===== src/rtl/keyframe_track_interpolator_unit_macros.svh =====
// Assertion macros used by the keyframe track interpolator controller.
// No dependencies; the macros expect clk and rst_n in the including scope.
`ifndef KEYFRAME_TRACK_INTERPOLATOR_UNIT_MACROS_SVH
`define KEYFRAME_TRACK_INTERPOLATOR_UNIT_MACROS_SVH
`ifndef SYNTHESIS
// Same-cycle implication, disabled during reset
`define KTI_ASSERT_IMP(label, ante, cons) \
  label: assert property (@(posedge clk) disable iff (!rst_n) (ante) |-> (cons)) \
    else $error("kti assertion failed");
// Next-cycle implication, disabled during reset
`define KTI_ASSERT_NXT(label, ante, cons) \
  label: assert property (@(posedge clk) disable iff (!rst_n) (ante) |=> (cons)) \
    else $error("kti assertion failed");
`else
`define KTI_ASSERT_IMP(label, ante, cons)
`define KTI_ASSERT_NXT(label, ante, cons)
`endif
`endif


===== src/rtl/kti_pkg.sv =====
// Package for the keyframe track interpolator: field widths, codes,
// command/status structs between controller and datapath. No dependencies.
`timescale 1ns / 1ps
package kti_pkg;

  localparam int DATA_W     = 32;
  localparam int KEY_IDX_W  = 6;
  localparam int SLOT_W     = 2;
  localparam int COMP_W     = 3;
  localparam int MODE_W     = 2;
  localparam int KCNT_W     = 7;
  localparam int CCNT_W     = 4;
  localparam int CFG_IDX_W  = 2;
  localparam int CFG_DATA_W = 7;

  localparam int MAX_KEYS_DEF       = 64;
  localparam int MAX_COMPONENTS_DEF = 8;
  localparam int WORD_SLOTS         = 3;
  localparam int Q_ONE              = 65536;

  // Input operations
  localparam logic [1:0] OP_WR_TIME = 2'd0;
  localparam logic [1:0] OP_WR_WORD = 2'd1;
  localparam logic [1:0] OP_QUERY   = 2'd2;

  // Value word kinds
  localparam logic [SLOT_W-1:0] SLOT_IN  = 2'd0;
  localparam logic [SLOT_W-1:0] SLOT_VAL = 2'd1;
  localparam logic [SLOT_W-1:0] SLOT_OUT = 2'd2;

  // Interpolation modes (code 3 runs as linear)
  localparam logic [MODE_W-1:0] MODE_STEP   = 2'd0;
  localparam logic [MODE_W-1:0] MODE_LINEAR = 2'd1;
  localparam logic [MODE_W-1:0] MODE_CUBIC  = 2'd2;

  // Configuration register indexes
  localparam logic [CFG_IDX_W-1:0] CFG_MODE = 2'd0;
  localparam logic [CFG_IDX_W-1:0] CFG_KCNT = 2'd1;
  localparam logic [CFG_IDX_W-1:0] CFG_CCNT = 2'd2;

  localparam logic [MODE_W-1:0] MODE_RST = MODE_LINEAR;
  localparam logic [KCNT_W-1:0] KCNT_RST = 7'd1;
  localparam logic [CCNT_W-1:0] CCNT_RST = 4'd3;

  // Sequencer step limits
  localparam logic [3:0] DIV_LAST   = 4'd15;
  localparam logic [3:0] COEF_LAST  = 4'd4;
  localparam logic [3:0] CUBIC_LAST = 4'd8;
  localparam logic [3:0] LIN_LAST   = 4'd1;

  // Multiplier operand selection
  typedef enum logic [3:0] {
    MOP_NONE, MOP_TT, MOP_T2T, MOP_HA, MOP_HB, MOP_HMO, MOP_HMI, MOP_RD, MOP_LIN
  } mop_t;

  // Result register updates
  typedef enum logic [3:0] {
    RACT_NONE, RACT_T2, RACT_T3, RACT_H, RACT_ACC, RACT_Y0, RACT_R, RACT_YADD,
    RACT_YLIN, RACT_YA
  } ract_t;

  // Word read captures
  typedef enum logic [2:0] {
    CAP_NONE, CAP_A, CAP_B, CAP_MO, CAP_MI
  } cap_t;

  typedef struct packed {
    logic              wr_time;
    logic              wr_word;
    logic              q_load;
    logic              t_rd;
    logic              t_cap_first;
    logic              t_cap_next;
    logic              k_load;
    logic              div_init;
    logic              div_step;
    logic              t_full;
    mop_t              mop;
    ract_t             ract;
    logic              w_rd;
    logic [SLOT_W-1:0] w_slot;
    logic              w_next;
    cap_t              cap;
    logic              out_load;
    logic              out_last;
  } kti_cmd_t;

  typedef struct packed {
    logic q_le_t;
    logic q_lt_t;
    logic num_le0;
    logic d_le0;
    logic num_ge_d;
  } kti_sts_t;

endpackage


===== src/rtl/kti_ctrl.sv =====
// Controller of the keyframe track interpolator: configuration registers,
// handshakes and the query sequencer. Uses kti_pkg and the assertion macros.
`timescale 1ns / 1ps
`include "keyframe_track_interpolator_unit_macros.svh"
module kti_ctrl #(
  parameter int MAX_KEYS       = kti_pkg::MAX_KEYS_DEF,
  parameter int MAX_COMPONENTS = kti_pkg::MAX_COMPONENTS_DEF,
  localparam int KW  = $clog2(MAX_KEYS),
  localparam int CPW = (MAX_COMPONENTS > 1) ? $clog2(MAX_COMPONENTS) : 1
) (
  input  logic                           clk,
  input  logic                           rst_n,
  input  logic                           cfg_we,
  input  logic [kti_pkg::CFG_IDX_W-1:0]  cfg_index,
  input  logic [kti_pkg::CFG_DATA_W-1:0] cfg_data,
  input  logic                           in_valid,
  output logic                           in_ready,
  input  logic [1:0]                     in_op,
  output logic                           out_valid,
  input  logic                           out_ready,
  input  kti_pkg::kti_sts_t              sts,
  output kti_pkg::kti_cmd_t              cmd,
  output logic [KW-1:0]                  t_addr,
  output logic [KW-1:0]                  k_val,
  output logic [CPW-1:0]                 comp_idx
);
  import kti_pkg::*;

  localparam int NW  = $clog2(MAX_KEYS + 128);
  localparam int CCW = $clog2(MAX_COMPONENTS + 16);

  typedef enum logic [14:0] {
    ST_IDLE   = 15'b000000000000001,
    ST_T0_RD  = 15'b000000000000010,
    ST_T0_CHK = 15'b000000000000100,
    ST_TS_RD  = 15'b000000000001000,
    ST_TS_CHK = 15'b000000000010000,
    ST_SEG    = 15'b000000000100000,
    ST_DIV    = 15'b000000001000000,
    ST_COEF   = 15'b000000010000000,
    ST_W_A    = 15'b000000100000000,
    ST_W_B    = 15'b000001000000000,
    ST_W_MO   = 15'b000010000000000,
    ST_W_MI   = 15'b000100000000000,
    ST_W_CAP  = 15'b001000000000000,
    ST_MUL    = 15'b010000000000000,
    ST_EMIT   = 15'b100000000000000
  } state_t;

  state_t            state_r, state_nxt;
  logic [MODE_W-1:0] mode_r;
  logic [KCNT_W-1:0] kcnt_r;
  logic [CCNT_W-1:0] ccnt_r;
  logic              hold_r, hold_nxt;
  logic [KW-1:0]     scan_r, scan_nxt;
  logic [CPW-1:0]    comp_r, comp_nxt;
  logic [3:0]        step_r, step_nxt;
  logic              out_valid_r, out_valid_nxt;

  logic [NW-1:0]  n_w;
  logic [CCW-1:0] cc_w;
  logic           n_lt2, scan_end, comp_last, cubic, in_accept;

  // Effective key and component counts
  assign n_w   = (NW'(kcnt_r) > NW'(MAX_KEYS)) ? NW'(MAX_KEYS) : NW'(kcnt_r);
  assign cc_w  = (ccnt_r == '0) ? CCW'(1) :
                 (CCW'(ccnt_r) > CCW'(MAX_COMPONENTS)) ? CCW'(MAX_COMPONENTS) :
                 CCW'(ccnt_r);
  assign n_lt2     = n_w < NW'(2);
  assign scan_end  = (NW'(scan_r) + NW'(2)) == n_w;
  assign comp_last = (CCW'(comp_r) + CCW'(1)) == cc_w;
  assign cubic     = mode_r == MODE_CUBIC;

  assign in_ready  = state_r == ST_IDLE;
  assign in_accept = in_valid && in_ready;
  assign out_valid = out_valid_r;
  assign t_addr    = (state_r == ST_TS_RD) ? scan_r + KW'(1) : '0;
  assign comp_idx  = comp_r;

  // Accept writes and sequence one query
  always_comb begin
    state_nxt = state_r;
    hold_nxt  = hold_r;
    scan_nxt  = scan_r;
    comp_nxt  = comp_r;
    step_nxt  = step_r;
    k_val     = '0;
    cmd       = '0;
    case (state_r)
      ST_IDLE: begin
        if (in_accept) begin
          case (in_op)
            OP_WR_TIME: cmd.wr_time = 1'b1;
            OP_WR_WORD: cmd.wr_word = 1'b1;
            OP_QUERY: begin
              cmd.q_load = 1'b1;
              hold_nxt   = 1'b0;
              comp_nxt   = '0;
              state_nxt  = ST_T0_RD;
            end
            default: ;
          endcase
        end
      end
      ST_T0_RD: begin
        cmd.t_rd  = 1'b1;
        state_nxt = ST_T0_CHK;
      end
      ST_T0_CHK: begin
        cmd.t_cap_first = 1'b1;
        if (n_lt2 || sts.q_le_t) begin
          cmd.k_load = 1'b1;
          hold_nxt   = 1'b1;
          state_nxt  = ST_W_A;
        end else begin
          scan_nxt  = '0;
          state_nxt = ST_TS_RD;
        end
      end
      ST_TS_RD: begin
        cmd.t_rd  = 1'b1;
        state_nxt = ST_TS_CHK;
      end
      ST_TS_CHK: begin
        cmd.t_cap_next = 1'b1;
        if (sts.q_lt_t) begin
          cmd.k_load = 1'b1;
          k_val      = scan_r;
          state_nxt  = ST_SEG;
        end else if (scan_end) begin
          cmd.k_load = 1'b1;
          k_val      = KW'(n_w - NW'(1));
          hold_nxt   = 1'b1;
          state_nxt  = ST_W_A;
        end else begin
          scan_nxt  = scan_r + KW'(1);
          state_nxt = ST_TS_RD;
        end
      end
      ST_SEG: begin
        step_nxt = '0;
        if (mode_r == MODE_STEP || sts.num_le0 || sts.d_le0) begin
          hold_nxt  = 1'b1;
          state_nxt = ST_W_A;
        end else if (sts.num_ge_d) begin
          cmd.t_full = 1'b1;
          state_nxt  = cubic ? ST_COEF : ST_W_A;
        end else begin
          cmd.div_init = 1'b1;
          state_nxt    = ST_DIV;
        end
      end
      ST_DIV: begin
        cmd.div_step = 1'b1;
        if (step_r == DIV_LAST) begin
          step_nxt  = '0;
          state_nxt = cubic ? ST_COEF : ST_W_A;
        end else begin
          step_nxt = step_r + 4'd1;
        end
      end
      ST_COEF: begin
        case (step_r)
          4'd0: cmd.mop = MOP_TT;
          4'd1: cmd.ract = RACT_T2;
          4'd2: cmd.mop = MOP_T2T;
          4'd3: cmd.ract = RACT_T3;
          default: cmd.ract = RACT_H;
        endcase
        if (step_r == COEF_LAST) begin
          step_nxt  = '0;
          state_nxt = ST_W_A;
        end else begin
          step_nxt = step_r + 4'd1;
        end
      end
      ST_W_A: begin
        cmd.w_rd   = 1'b1;
        cmd.w_slot = SLOT_VAL;
        state_nxt  = ST_W_B;
      end
      ST_W_B: begin
        cmd.cap = CAP_A;
        if (hold_r) begin
          cmd.ract  = RACT_YA;
          state_nxt = ST_EMIT;
        end else begin
          cmd.w_rd   = 1'b1;
          cmd.w_slot = SLOT_VAL;
          cmd.w_next = 1'b1;
          state_nxt  = ST_W_MO;
        end
      end
      ST_W_MO: begin
        cmd.cap  = CAP_B;
        step_nxt = '0;
        if (cubic) begin
          cmd.w_rd   = 1'b1;
          cmd.w_slot = SLOT_OUT;
          state_nxt  = ST_W_MI;
        end else begin
          state_nxt = ST_MUL;
        end
      end
      ST_W_MI: begin
        cmd.cap    = CAP_MO;
        cmd.w_rd   = 1'b1;
        cmd.w_slot = SLOT_IN;
        cmd.w_next = 1'b1;
        state_nxt  = ST_W_CAP;
      end
      ST_W_CAP: begin
        cmd.cap   = CAP_MI;
        step_nxt  = '0;
        state_nxt = ST_MUL;
      end
      ST_MUL: begin
        if (cubic) begin
          // Hermite terms through the shared multiplier
          case (step_r)
            4'd0: cmd.mop = MOP_HA;
            4'd1: begin cmd.ract = RACT_ACC; cmd.mop = MOP_HB; end
            4'd2: begin cmd.ract = RACT_Y0; cmd.mop = MOP_HMO; end
            4'd3: cmd.ract = RACT_R;
            4'd4: cmd.mop = MOP_RD;
            4'd5: begin cmd.ract = RACT_YADD; cmd.mop = MOP_HMI; end
            4'd6: cmd.ract = RACT_R;
            4'd7: cmd.mop = MOP_RD;
            default: cmd.ract = RACT_YADD;
          endcase
          if (step_r == CUBIC_LAST) state_nxt = ST_EMIT;
          else step_nxt = step_r + 4'd1;
        end else begin
          if (step_r == LIN_LAST) begin
            cmd.ract  = RACT_YLIN;
            state_nxt = ST_EMIT;
          end else begin
            cmd.mop  = MOP_LIN;
            step_nxt = step_r + 4'd1;
          end
        end
      end
      ST_EMIT: begin
        if (!out_valid_r || out_ready) begin
          cmd.out_load = 1'b1;
          cmd.out_last = comp_last;
          if (comp_last) begin
            state_nxt = ST_IDLE;
          end else begin
            comp_nxt  = comp_r + CPW'(1);
            state_nxt = ST_W_A;
          end
        end
      end
      default: state_nxt = ST_IDLE;
    endcase
  end

  // Hold the output beat until taken
  assign out_valid_nxt = cmd.out_load || (out_valid_r && !out_ready);

  // Control state
  always_ff @(posedge clk) begin
    if (!rst_n) begin
      state_r     <= ST_IDLE;
      out_valid_r <= 1'b0;
      mode_r      <= MODE_RST;
      kcnt_r      <= KCNT_RST;
      ccnt_r      <= CCNT_RST;
      hold_r      <= 1'b0;
      scan_r      <= '0;
      comp_r      <= '0;
      step_r      <= '0;
    end else begin
      state_r     <= state_nxt;
      out_valid_r <= out_valid_nxt;
      hold_r      <= hold_nxt;
      scan_r      <= scan_nxt;
      comp_r      <= comp_nxt;
      step_r      <= step_nxt;
      if (cfg_we) begin
        case (cfg_index)
          CFG_MODE: mode_r <= cfg_data[MODE_W-1:0];
          CFG_KCNT: kcnt_r <= cfg_data[KCNT_W-1:0];
          CFG_CCNT: ccnt_r <= cfg_data[CCNT_W-1:0];
          default: ;
        endcase
      end
    end
  end

  `KTI_ASSERT_IMP(a_load_when_free, cmd.out_load, !out_valid_r || out_ready)
  `KTI_ASSERT_NXT(a_query_scan, in_accept && (in_op == OP_QUERY), state_r == ST_T0_RD)
  `KTI_ASSERT_NXT(a_div_exit, (state_r == ST_DIV) && (step_r == DIV_LAST), (state_r == ST_COEF) || (state_r == ST_W_A))
  `KTI_ASSERT_IMP(a_comp_bound, state_r == ST_EMIT, CCW'(comp_r) < cc_w)

endmodule


===== config.mk =====
export PLATFORM = sky130hd
export DESIGN_NAME = kti_ctrl
export DESIGN_NICKNAME = d
export VERILOG_FILES = /design/src/rtl/kti_pkg.sv /design/src/rtl/kti_ctrl.sv
export VERILOG_INCLUDE_DIRS = /design/src /design/src/rtl
export SDC_FILE = /design/constraint.sdc
export NUM_CORES = 1
export LEC_CHECK = 0
export BUFFER_PORTS_ARGS = -buffer_cell sky130_fd_sc_hd__buf_2
export CAP_MARGIN = 40
export CORE_MARGIN = 3
export CORE_UTILIZATION = 56
export DETAILED_ROUTE_END_ITERATION = 16
export PLACE_DENSITY = 0.79
export SYNTH_ARGS = -nofsm -noshare
export SYNTH_HDL_FRONTEND = slang
export SYNTH_SLANG_ARGS = --single-unit

===== constraint.sdc =====
create_clock -name clk -period 3.2 [get_ports clk]
set_input_delay 0.16 -clock clk [delete_from_list [all_inputs] [get_ports clk]]
set_output_delay 0.16 -clock clk [all_outputs]
set_load 0.01 [all_outputs]

==> flow_summary.ini <==
[detailed_routing]
dr.pass1.iters = 5
drt_wl_total_mm = 8.82
vias_per_cell = 6.10
drc_errors = 0
drt_iter0_drc = 273
route.vias.total = 3533
final_antenna_net_count = 0
wl_per_cell_um = 15.2

[clocking]
cts_setup_buffers = 0
numClockSinks = 43
cts.hold.buffers_added = 0
cts_root_buffer = clkbuf_8
clk_path_buf_depth = 2
cts_tree = built
numCtsBuffers = 5
worstSkewPairLatency_ns = 0.30
htree_num_levels = 2
cts.clk_slew.worst_paths_ns = 0.09
cts_resized = 0

[critical_path]
crit_chain = ha_1 -> nand2_1 -> a32oi_1 -> nand4b_1 -> and4bb_2 -> nand2_1 -> or3_1 -> a21oi_1 -> buf_2
worstSetupPathType = register to primary output
r2r_start = scan_r[2]
path_common_cell = nand2_1
critPathMaxFanout = 10
crit_cells = 9
required_ns = 3.04
critPathSlowestCell = dfxtp_1
critPathLaunch = scan_r[2]
r2r_setup_slack_ns = 0.50
cp.arrival_ns = 2.79
slowest_delay_ns = 0.47
reg2reg_depth = 8
crit_buf_inv = 1
rr_endpoint = scan_r[1]
cp-end-kind = primary output
crit_end = k_val[1]
cp-start-kind = register
crit_family = simple AND/OR/NAND/NOR gates

[synth]
synth_seq_cells = 43
synth.distinct_cells = 72
synthTopCellsByCount = 66 x nor2_1, 45 x nand2_1, 43 x dfxtp_1
synth_top_area_share_pct = 25.2
syn_nets = 494
yosysTopAreaCell = dfxtp_1
synth_area_um2 = 3410
avgSynthCellArea_um2 = 7.34
synthCells = 465
synth_area_leaders = dfxtp_1 25%, nor2_1 7.3%, a21oi_1 5.9%, nand2_1 5.0%, mux2i_1 4.7%
synth_edf_count = 0
synth.most_common_cell = nor2_1
ys.flop_type = dfxtp_1
async_flop_share_pct = 0
yosysWarnings = 0
synth-seq-area-share_pct = 25.2

[global_route]
grt_pass1_wl_mm = 14.7
grt_max_degree = 18
globalRoute.totalOverflow = 0
antenna_found_initial = 0
grt.total_usage_pct = 24.8
grt_pass1_vias = 3158

[sta]
setup_viol = 0
fmax_mhz = 340
min_period_ns = 2.95
holdWs_ns = 0.0856
fin_tns_setup_ns = 0
relSlewSlack_pct = 61.0
worst-slew-pin-transition_ns = 0.579
rsz0062_at_grt = no
hold_violations = 0
skew_ns = 0.00623
drv_slew = 0
period_share_pct = 92.0

[placement]
place_congestion = 0.922
portBuffers = 64
dp_hpwl_mm = 6.67
place_area_um2 = 3700

[power]
power_w = 0.00133
pwr_density_cell_nw_per_um2 = 351
sw_frac_of_total_pct = 35.5
p_leak_nw = 1.57
power.switching_w = 0.000472
ir_worst_vdd_mv = 0.224
clkPwrFrac_pct = 27.4
power.internal_w = 0.000859
pwr-share-comb_pct = 28.3
p_seq_share_pct = 44.3

[floorplanning]
initial_core_util_pct = 59.8
core_area_um2 = 5710
die_h_um = 84.1
die_area_um2 = 7070
ioPinCount = 65
rows = 27
die_w_um = 84.1

[layout]
syn_to_final_growth_pct = 11.1
diodes = 0
final_area_um2 = 3790
drive_gt1_share_pct = 20.5
fin_nets = 535
final_util_pct = 66.4

[outcome]
status = complete, no violations

[hold_path]
hold_depth = 3
hold_class = primary input to register

[job]
cap_violations = 0
layer usage:
metal  wire length (um)  vias up  global-route usage, %
li1                   -     1750                      -
met1               4140     1649                   35.2
met2               4040      126                   38.5
met3                527        8                   4.24
met4                113        0                   6.43
met5                  0        -                      0
sequential cells by signal, summed over array words and instances, names as in the netlist:
name	flops
ccnt_r	4
step_r	4
state_r	15
kcnt_r	7
scan_r	6
hold_r	1
out_valid	1
mode_r	2
comp_idx	3
stage by stage:
step           instances  worst slack [ns]
6_report             579             0.255
3_5_place_dp         571             0.560
2_1_floorplan        465             0.882
5_1_grt              579            0.0280
4_1_cts              579             0.264
3_3_place_gp         570             0.710
worst reg2reg max path, delay by kind of cell (launching register included):
kind                       cells  cell delay [ns]
DFF                            1             0.47
and+or+nand+nor                4             0.77
adders and majority gates      1             0.43
AOI/OAI and AO/OA              3             0.93
cells by family (layout without fill, tap and decap cells):
group	Yosys count	count (layout)	share of synthesized area, %
xor+xnor	14	14	3.59
compound gates	97	97	18.5
buf+inv	42	84	5.65
mux	17	17	5.13
fa+ha+maj	8	8	2.93
simple gates	244	244	39.0
flops	43	43	25.2
area by class of cell:
class / instances / area (um2)
tap: 72 / 90.1
clock inverter: 3 / 25.0
inverter: 11 / 41.3
sequential: 43 / 861
multi-input combinational: 380 / 2360
timing repair buffer: 65 / 348
fill: 513 / 1920
clock buffer: 5 / 68.8
worst min-delay path by stage:
stage	from	slack [ns]	to
2_1_floorplan	cfg_data[0]	0.29	ccnt_r[0]
3_3_place_gp	cfg_data[5]	0.39	kcnt_r[5]
3_5_place_dp	cfg_data[6]	0.40	kcnt_r[6]
4_1_cts	cfg_data[6]	0.08	kcnt_r[6]
5_1_grt	cfg_data[6]	0.09	kcnt_r[6]
6_report	cfg_data[5]	0.09	kcnt_r[5]
power groups by stage:
stage	Clock, W	Combinational, W	Sequential (W)
final	0.000365	0.000377	0.000590
after global routing	0.000390	0.000419	0.000596
after floorplan	0	0.000283	0.000587
after CTS	0.000373	0.000373	0.000589
after detailed placement	0	0.000370	0.000601
after global placement	0	0.000358	0.000601
layout by cell type, fill, tap and decap left out, types with 5 or more instances in the layout:
cell type / synthesis / final
nor2_1: 66 / 66
nand4_1: 8 / 8
a21o_1: 6 / 6
nand2_1: 45 / 45
a211oi_1: 5 / 5
nor3_1: 15 / 15
nand3_1: 22 / 22
ha_1: 8 / 8
nor4_1: 7 / 7
inv_1: 10 / 10
or4_1: 6 / 6
a21oi_1: 40 / 40
o21ai_0: 10 / 10
or2_2: 8 / 8
xnor2_1: 10 / 10
mux2i_1: 16 / 16
buf_2: 4 / 64
nand2b_1: 17 / 17
and3_1: 9 / 9
dfxtp_1: 43 / 43
clkbuf_8: 0 / 5
(Power assumes the default switching activity.)
